## config.mk

```make
export PLATFORM = sky130hd
export DESIGN_NAME = multi_byte_lifo_stack
export DESIGN_NICKNAME = d
export VERILOG_FILES = /design/src/rtl/mbls_pkg.sv /design/src/rtl/mbls_mem.sv /design/src/rtl/multi_byte_lifo_stack.sv
export SDC_FILE = /design/constraint.sdc
export NUM_CORES = 2
export LEC_CHECK = 0
export BUFFER_PORTS_ARGS = -buffer_cell sky130_fd_sc_hd__buf_2
export CAP_MARGIN = 0
export CORE_UTILIZATION = 50
export DETAILED_ROUTE_END_ITERATION = 12
export PLACE_DENSITY = 0.65
export SYNTH_ARGS = -nofsm -noshare
export SYNTH_HDL_FRONTEND = slang
export SYNTH_SLANG_ARGS = --single-unit
```

## constraint.sdc

```tcl
create_clock -name i_clk -period 7.8 [get_ports i_clk]
set_input_delay 1.95 -clock i_clk [delete_from_list [all_inputs] [get_ports i_clk]]
set_output_delay 1.95 -clock i_clk [all_outputs]
set_load 0.1 [all_outputs]
```

## src/rtl/mbls_pkg.sv

```systemverilog
package mbls_pkg;

    localparam int STACK_DEPTH = 256;
    localparam int MAX_REQ_LEN = 32;

    localparam int ADDR_W = $clog2(STACK_DEPTH);
    localparam int FILL_W = 9;
    localparam int LEN_W  = 6;
    localparam int CNT_W  = $clog2(MAX_REQ_LEN);

    localparam logic [2:0] REQ_PUSH  = 3'd0;
    localparam logic [2:0] REQ_POP   = 3'd1;
    localparam logic [2:0] REQ_DROP  = 3'd2;
    localparam logic [2:0] REQ_PEEK  = 3'd3;
    localparam logic [2:0] REQ_CLEAR = 3'd4;

    typedef struct packed {
        logic [2:0]       req_type;
        logic [LEN_W-1:0] len;
        logic [7:0]       push_byte;
        logic             run_first;
        logic             run_last;
    } t_req;

    typedef struct packed {
        logic [7:0]        out_byte;
        logic              byte_valid;
        logic [LEN_W-1:0]  done_count;
        logic              overflow;
        logic              short_read;
        logic [FILL_W-1:0] fill_level;
        logic              result_last;
    } t_res;

endpackage

```

## src/rtl/mbls_mem.sv

```systemverilog
module mbls_mem (
    input  logic                       i_clk,
    input  logic                       i_wr_en,
    input  logic [mbls_pkg::ADDR_W-1:0] i_wr_addr,
    input  logic [7:0]                 i_wr_data,
    input  logic [mbls_pkg::ADDR_W-1:0] i_rd_addr,
    output logic [7:0]                 o_rd_data
);
    import mbls_pkg::*;

    logic [7:0] r_mem [STACK_DEPTH];
    logic [7:0] r_rd_data;

    always_ff @(posedge i_clk) begin
        if (i_wr_en) begin
            r_mem[i_wr_addr] <= i_wr_data;
        end
        r_rd_data <= r_mem[i_rd_addr];
    end

    assign o_rd_data = r_rd_data;

endmodule

```

## src/rtl/multi_byte_lifo_stack.sv

```systemverilog
// Byte-wide LIFO stack with block push, pop, drop, peek and clear.
// Input channel: i_in_valid / o_in_ready carry one request beat in i_in_data.
// A push run is one beat per byte; the first beat's len is checked against
// the free space and an oversized run is rejected whole (overflow on that
// beat). Pop, drop and peek move up to len bytes (saturated to 32, clamped
// to the fill); pop and peek return one result beat per byte, lowest
// address first, the last one marked with result_last.
// Output channel: o_out_valid / i_out_ready carry result beats in
// o_out_data, held in an output register.
// Timing: the result of a push, drop, clear or empty read is registered
// and appears in the cycle after the request is taken; the first byte of
// a pop or peek passes through the memory's read register and then the
// output register. The stack memory's single registered read port
// delivers one byte per cycle while the receiver takes them.
// A stalled receiver holds the output register; the byte stream pauses and
// resumes without loss, and no new request is taken until it drains.
// Reset empties the stack and closes any open push run; stored bytes are
// not cleared.
module multi_byte_lifo_stack (
    input  logic            i_clk,
    input  logic            i_rst_n,
    input  logic            i_in_valid,
    output logic            o_in_ready,
    input  mbls_pkg::t_req  i_in_data,
    output logic            o_out_valid,
    input  logic            i_out_ready,
    output mbls_pkg::t_res  o_out_data
);
    import mbls_pkg::*;

    typedef enum logic [1:0] {
        S_IDLE = 2'b01,
        S_EMIT = 2'b10
    } t_state;

    t_state r_state, n_state;
    logic [FILL_W-1:0] r_top, n_top;
    logic              r_run, n_run;
    logic [ADDR_W-1:0] r_base, n_base;
    logic [CNT_W-1:0]  r_cnt, n_cnt;
    logic [LEN_W-1:0]  r_n, n_n;
    logic              r_shrt, n_shrt;
    t_res              r_out, n_out;
    logic              r_out_valid;

    logic              out_free;
    logic              in_acc;
    logic              out_ld;
    logic [LEN_W-1:0]  asked;
    logic [LEN_W-1:0]  req_n;
    logic [FILL_W-1:0] req_base;
    logic [FILL_W-1:0] free_space;
    logic              run_eff;
    logic              wr_en;
    logic [ADDR_W-1:0] rd_addr;
    logic [7:0]        rd_data;
    logic              is_read;
    logic              emit_last;

    assign out_free   = !r_out_valid || i_out_ready;
    assign o_in_ready = (r_state == S_IDLE) && out_free;
    assign in_acc     = i_in_valid && o_in_ready;

    // clamp the ask to the request limit, then to the fill
    assign asked      = (i_in_data.len > LEN_W'(MAX_REQ_LEN)) ? LEN_W'(MAX_REQ_LEN)
                                                               : i_in_data.len;
    assign req_n      = ({{(FILL_W-LEN_W){1'b0}}, asked} < r_top) ? asked
                                                                  : r_top[LEN_W-1:0];
    assign req_base   = r_top - {{(FILL_W-LEN_W){1'b0}}, req_n};
    assign free_space = FILL_W'(STACK_DEPTH) - r_top;
    assign run_eff    = i_in_data.run_first
                        ? ({{(FILL_W-LEN_W){1'b0}}, i_in_data.len} <= free_space)
                        : r_run;
    assign is_read    = (i_in_data.req_type == REQ_POP) || (i_in_data.req_type == REQ_PEEK);
    assign emit_last  = ({1'b0, r_cnt} + LEN_W'(1)) == r_n;
    assign wr_en      = in_acc && (i_in_data.req_type == REQ_PUSH) && run_eff
                        && (r_top < FILL_W'(STACK_DEPTH));

    always_comb begin
        n_state = r_state;
        n_top   = r_top;
        n_run   = r_run;
        n_base  = r_base;
        n_cnt   = r_cnt;
        n_n     = r_n;
        n_shrt  = r_shrt;
        n_out   = '0;
        out_ld  = 1'b0;
        rd_addr = req_base[ADDR_W-1:0];
        unique case (r_state)
            S_IDLE: begin
                n_out.fill_level  = r_top;
                n_out.result_last = 1'b1;
                if (in_acc) begin
                    out_ld = 1'b1;
                    n_run  = 1'b0;
                    case (i_in_data.req_type)
                        REQ_PUSH: begin
                            n_out.overflow   = i_in_data.run_first && !run_eff;
                            n_out.done_count = LEN_W'(wr_en);
                            if (wr_en) begin
                                n_top = r_top + FILL_W'(1);
                            end
                            n_out.fill_level = n_top;
                            n_run = run_eff && !i_in_data.run_last;
                        end
                        REQ_POP, REQ_DROP, REQ_PEEK: begin
                            n_out.done_count = req_n;
                            n_out.short_read = req_n < asked;
                            if (i_in_data.req_type != REQ_PEEK) begin
                                n_top = req_base;
                            end
                            n_out.fill_level = n_top;
                            // start the byte stream; the read is already issued
                            if (is_read && req_n != '0) begin
                                out_ld  = 1'b0;
                                n_state = S_EMIT;
                                n_base  = req_base[ADDR_W-1:0];
                                n_cnt   = '0;
                                n_n     = req_n;
                                n_shrt  = req_n < asked;
                            end
                        end
                        REQ_CLEAR: begin
                            n_top            = '0;
                            n_out.fill_level = '0;
                        end
                        default: begin
                        end
                    endcase
                end
            end
            S_EMIT: begin
                n_out.out_byte    = rd_data;
                n_out.byte_valid  = 1'b1;
                n_out.done_count  = r_n;
                n_out.short_read  = r_shrt;
                n_out.fill_level  = r_top;
                n_out.result_last = emit_last;
                // re-read the same entry while stalled so the data holds
                rd_addr = r_base + ADDR_W'(r_cnt);
                if (out_free) begin
                    out_ld  = 1'b1;
                    rd_addr = r_base + ADDR_W'(r_cnt) + ADDR_W'(1);
                    n_cnt   = r_cnt + CNT_W'(1);
                    if (emit_last) begin
                        n_state = S_IDLE;
                    end
                end
            end
            default: begin
                n_state = S_IDLE;
            end
        endcase
    end

    mbls_mem u_mem (
        .i_clk     (i_clk),
        .i_wr_en   (wr_en),
        .i_wr_addr (r_top[ADDR_W-1:0]),
        .i_wr_data (i_in_data.push_byte),
        .i_rd_addr (rd_addr),
        .o_rd_data (rd_data)
    );

    always_ff @(posedge i_clk) begin
        if (!i_rst_n) begin
            r_state     <= S_IDLE;
            r_top       <= '0;
            r_run       <= 1'b0;
            r_out_valid <= 1'b0;
        end else begin
            r_state <= n_state;
            r_top   <= n_top;
            r_run   <= n_run;
            if (out_ld) begin
                r_out_valid <= 1'b1;
            end else if (i_out_ready) begin
                r_out_valid <= 1'b0;
            end
        end
    end

    always_ff @(posedge i_clk) begin
        r_base <= n_base;
        r_cnt  <= n_cnt;
        r_n    <= n_n;
        r_shrt <= n_shrt;
        if (out_ld) begin
            r_out <= n_out;
        end
    end

    assign o_out_valid = r_out_valid;
    assign o_out_data  = r_out;

    a_fill_bound: assert property (@(posedge i_clk) disable iff (!i_rst_n)
        r_top <= FILL_W'(STACK_DEPTH))
        else $error("fill level beyond stack depth");

    a_top_holds: assert property (@(posedge i_clk) disable iff (!i_rst_n)
        !in_acc |=> $stable(r_top))
        else $error("fill level moved without a request");

    a_stream_start: assert property (@(posedge i_clk) disable iff (!i_rst_n)
        (in_acc && is_read && req_n != '0) |=> (r_state == S_EMIT))
        else $error("read request did not start the byte stream");

    a_stream_end: assert property (@(posedge i_clk) disable iff (!i_rst_n)
        (r_state == S_EMIT && out_free && emit_last) |=>
            (r_state == S_IDLE && o_out_valid && o_out_data.result_last))
        else $error("byte stream did not close on its last beat");

endmodule
```

==> reports/metrics.csv <==
stage;metric;value;unit
sta;fin_crit;7270;ps
final_layout;drive_gt1_frac;0.108;
synthesis;synth_area_per_cell;12.7;µm²
placement;placed_area;0.0919;mm²
power;p_leak;33.4;nW
outcome;status;finished clean;
worst_setup_path;arrival;7990;ps
synthesis;synth_ff_type;edfxtp_1;
worst_setup_path;cp.required;8520;ps
sta;clock.fmax;0.138;GHz
power;netSwitchingFraction;0.362;
global_routing;grt_pass1_vias;55300;
route;dr.pass1.iters;6;
power;p_int;0.0218;W
synthesis;yosysSeqAreaShare;0.731;
final_layout;seqCellArea;0.0633;mm²
clocking;cts_buffer_depth;3;
global_routing;gr-total-overflow;0;
final_layout;stdcell_area;0.0984;mm²
sta;tightest_slew;1350;ps
placement;pre_cts_ws;-229;ps
route;routed_wirelength;264000;µm
synthesis;synth_top_cells_by_area;edfxtp_1 (73%), nand2_1 (8.6%), nand3_1 (4.5%);
placement;placed_cells;9107;
placement;gp_congestion;0.938;
sta;hold_viol;0;
clocking;clk_pin_slew;60;ps
final_layout;num-fill-cells;13700;
floorplan;die_x;418;µm
final_layout;final_util;0.572;
clocking;htreeDepth;4;
floorplan;num_rows;152;
global_routing;antenna_found_initial;9;
synthesis;synth_edf_count;2095;
final_layout;fin_nets;7067;
synthesis;syn_inst;6840;
global_routing;grt_first_pass_wirelength;383000;µm
floorplan;start_util;0.504;
worst_hold_path;hold_path_class;reg -> reg;
power;clock_power_share;0.284;
synthesis;synthesis.nets;6901;
synthesis;yosysWarnings;0;
power;p_sw;0.0123;W
route;drt_iter0_markers;8228;
route;antenna_left;0;
synthesis;ys_async_sr_fraction;0;
final_layout;multi_input_area;0.0213;mm²
clocking;root_buffer;clkbuf_16;
worst_setup_path;critPathMaxFanout;57;
power;power.density;347;mW/mm²
sta;finClkSkew;51.9;ps
clocking;clock_sinks;2116;
clocking;cts_setup_buffers;0;
route;route.detailed.drc;0;
synthesis;yosys.area.top_type;edfxtp_1;
sta;max-slew-margin-rel;0.101;
sta;setup_violations;0;
floorplan;core;0.172;mm²
clocking;numCtsBuffers;207;
clocking;clk-insertion-delay-late;860;ps
power;p_seq_frac;0.371;
synthesis;yosysUniqueCellTypes;83;
clocking;cts_resized;0;
global_routing;grt_max_degree;185;
placement;io_buffers;51;
clocking;ctsHoldBuffers;0;
worst_setup_path;cp-end-kind;register;
sta;finalMaxSlewViolations;0;
synthesis;syn_area;0.0867;mm²
global_routing;grt_usage;0.299;
run;maxCapViolCount;0;
power;combPwrFrac;0.345;
floorplan;die_y;418;µm
route;wire_per_inst;27.8;µm
synthesis;netlist.area_leader.share;0.726;
route;vias;59100;
worst_setup_path;cp-start-kind;input port;
final_layout;syn2layout_area_growth;13.5;%
floorplan;die_area;0.175;mm²
sta;worst_slack;528;ps
placement;dpl.hpwl;160000;µm
sta;finalCritPeriodShare;0.932;
floorplan;design.portCount;52;
worst_setup_path;reg2reg_slack;1280;ps
worst_setup_path;critPathKind;in -> reg;
sta;rsz0062_at_grt;no;
route;routed_via_density;6.23;
clocking;cts_tree;yes;
final_layout;final_cells;9485;
power;peakVddDrop;0.259;mV
synthesis;synth-seq-cells;2116;
power;power;0.0341;W
-- stage by stage --
step | TNS, ps | hold slack (ps)
after global routing | 0 | 552
after detailed placement | -618 | 487
after floorplan | 0 | 454
final | 0 | 493
after CTS | 0 | 492
after global placement | -663 | 466
-- cell usage in the layout (no fill, tap or decap), types with 19 or more instances in the layout --
cell / netlist / routed
edfxtp_1: 2095 / 2095
inv_1: 34 / 34
mux2i_1: 85 / 83
clkinv_1: 2 / 51
nor3_1: 51 / 51
and3_1: 146 / 146
nand2_1: 1984 / 1983
nand3_1: 784 / 775
nor2_1: 327 / 320
buf_4: 1 / 307
a31oi_1: 118 / 118
buf_2: 226 / 43
o21ai_0: 44 / 44
nand4_1: 19 / 19
buf_12: 0 / 83
clkinv_2: 0 / 39
clkbuf_1: 183 / 46
a311oi_1: 229 / 229
a32oi_1: 58 / 58
ha_1: 36 / 35
a21oi_1: 67 / 67
clkbuf_16: 0 / 210
dfxtp_1: 21 / 21
-- worst max-delay path, stage by stage --
cell and delay [ps]:
buf_2 90, inv_1 70, nand2_1 120, inv_1 50, ha_1 280, o211ai_1 80, a21boi_1 140, o21a_1 120
o21ai_0 90, a2111oi_2 400, buf_4 240, nand2_1 90, nand2_1 120, ha_1 200, fa_1 460, nor2b_1 190
a211oi_4 320, buf_12 210, buf_12 280, buf_12 300, mux2i_1 260, a32oi_1 100, a31oi_1 330, nor3_1 140
or3_1 410, and3_1 170, o21ai_0 490, a21oi_1 160
-- cell usage after synthesis (6+ instances only) --
cell / count
edfxtp_1: 2095
nand2_1: 1984
nand3_1: 784
nor2_1: 327
a311oi_1: 229
buf_2: 226
clkbuf_1: 183
and3_1: 146
a31oi_1: 118
mux2i_1: 85
buf_1: 72
a21oi_1: 67
a32oi_1: 58
nor3_1: 51
o21ai_0: 44
ha_1: 36
inv_1: 34
dfxtp_1: 21
nand4_1: 19
a211oi_1: 18
and2_1: 15
a22oi_1: 14
a311o_1: 13
o211ai_1: 13
xnor2_1: 13
xor2_1: 12
o21a_1: 10
o22ai_1: 10
nor2b_1: 9
nor4_1: 7
o31ai_1: 7
a211o_1: 6
a221oi_1: 6
nand2b_1: 6
o2111ai_1: 6
or3_1: 6
-- worst paths after layout --
path / endpoint / from / cells after the start
setup / recovery: u_mem.o_rd_data[3]$_DFF_P_ / i_in_data[15] / 28
hold / removal: r_state[0]$_SDFFE_PN1P_ / r_state[0]$_SDFFE_PN1P_ / 2
setup reg to reg: u_mem.o_rd_data[3]$_DFF_P_ / r_top[1]$_SDFFE_PN0P_ / 26
hold reg to reg: r_state[0]$_SDFFE_PN1P_ / r_state[0]$_SDFFE_PN1P_ / 2
-- registers in the layout, summed over array words and instances, names as in the netlist --
| signal | flops |
|---|---|
| r_top | 9 |
| o_out_valid | 1 |
| u_mem.o_rd_data | 8 |
| r_cnt | 5 |
| r_state | 2 |
| u_mem.r_mem | 2048 |
| r_run | 1 |
| r_shrt | 1 |
| o_out_data | 27 |
| r_base | 8 |
| r_n | 6 |
-- cell families (layout without fill, tap and decap cells) --
family          Yosys count  count (layout)  synth area share
xor+xnor                 26              26           0.00271
other cells               0               1                 0
compound gates          669             669            0.0586
fa+ha+maj                38              38           0.00566
mux                      90              90            0.0105
flops                  2116            2116             0.731
simple gates           3381            3381             0.166
buf+inv                 520             854            0.0260
-- final cells by class --
type	count	area share
antenna	1	0.0000254
clock buffer	262	0.0560
clock inverter	115	0.00990
inverter	36	0.00137
multi-input combinational	4204	0.216
sequential	2116	0.643
tap	2310	0.0294
timing repair buffer	441	0.0436
-- power by group through the flow --
stage / Combinational [W] / Clock (W) / Sequential (W)
floorplan: 0.00559 / 0 / 0.0130
global placement: 0.0113 / 0 / 0.0129
detailed placement: 0.0114 / 0 / 0.0129
CTS: 0.0114 / 0.00975 / 0.0126
global route: 0.0122 / 0.0102 / 0.0126
finish: 0.0118 / 0.00969 / 0.0127
-- routing by layer --
metal	global-route usage	wire, µm	vias up
met5	0.00194	38	-
met4	0.114	10300	6
met3	0.0633	30100	562
met2	0.453	120000	3572
met1	0.426	104000	29400
li1	-	-	25500
Note: power is estimated with default switching activity, not from simulation.
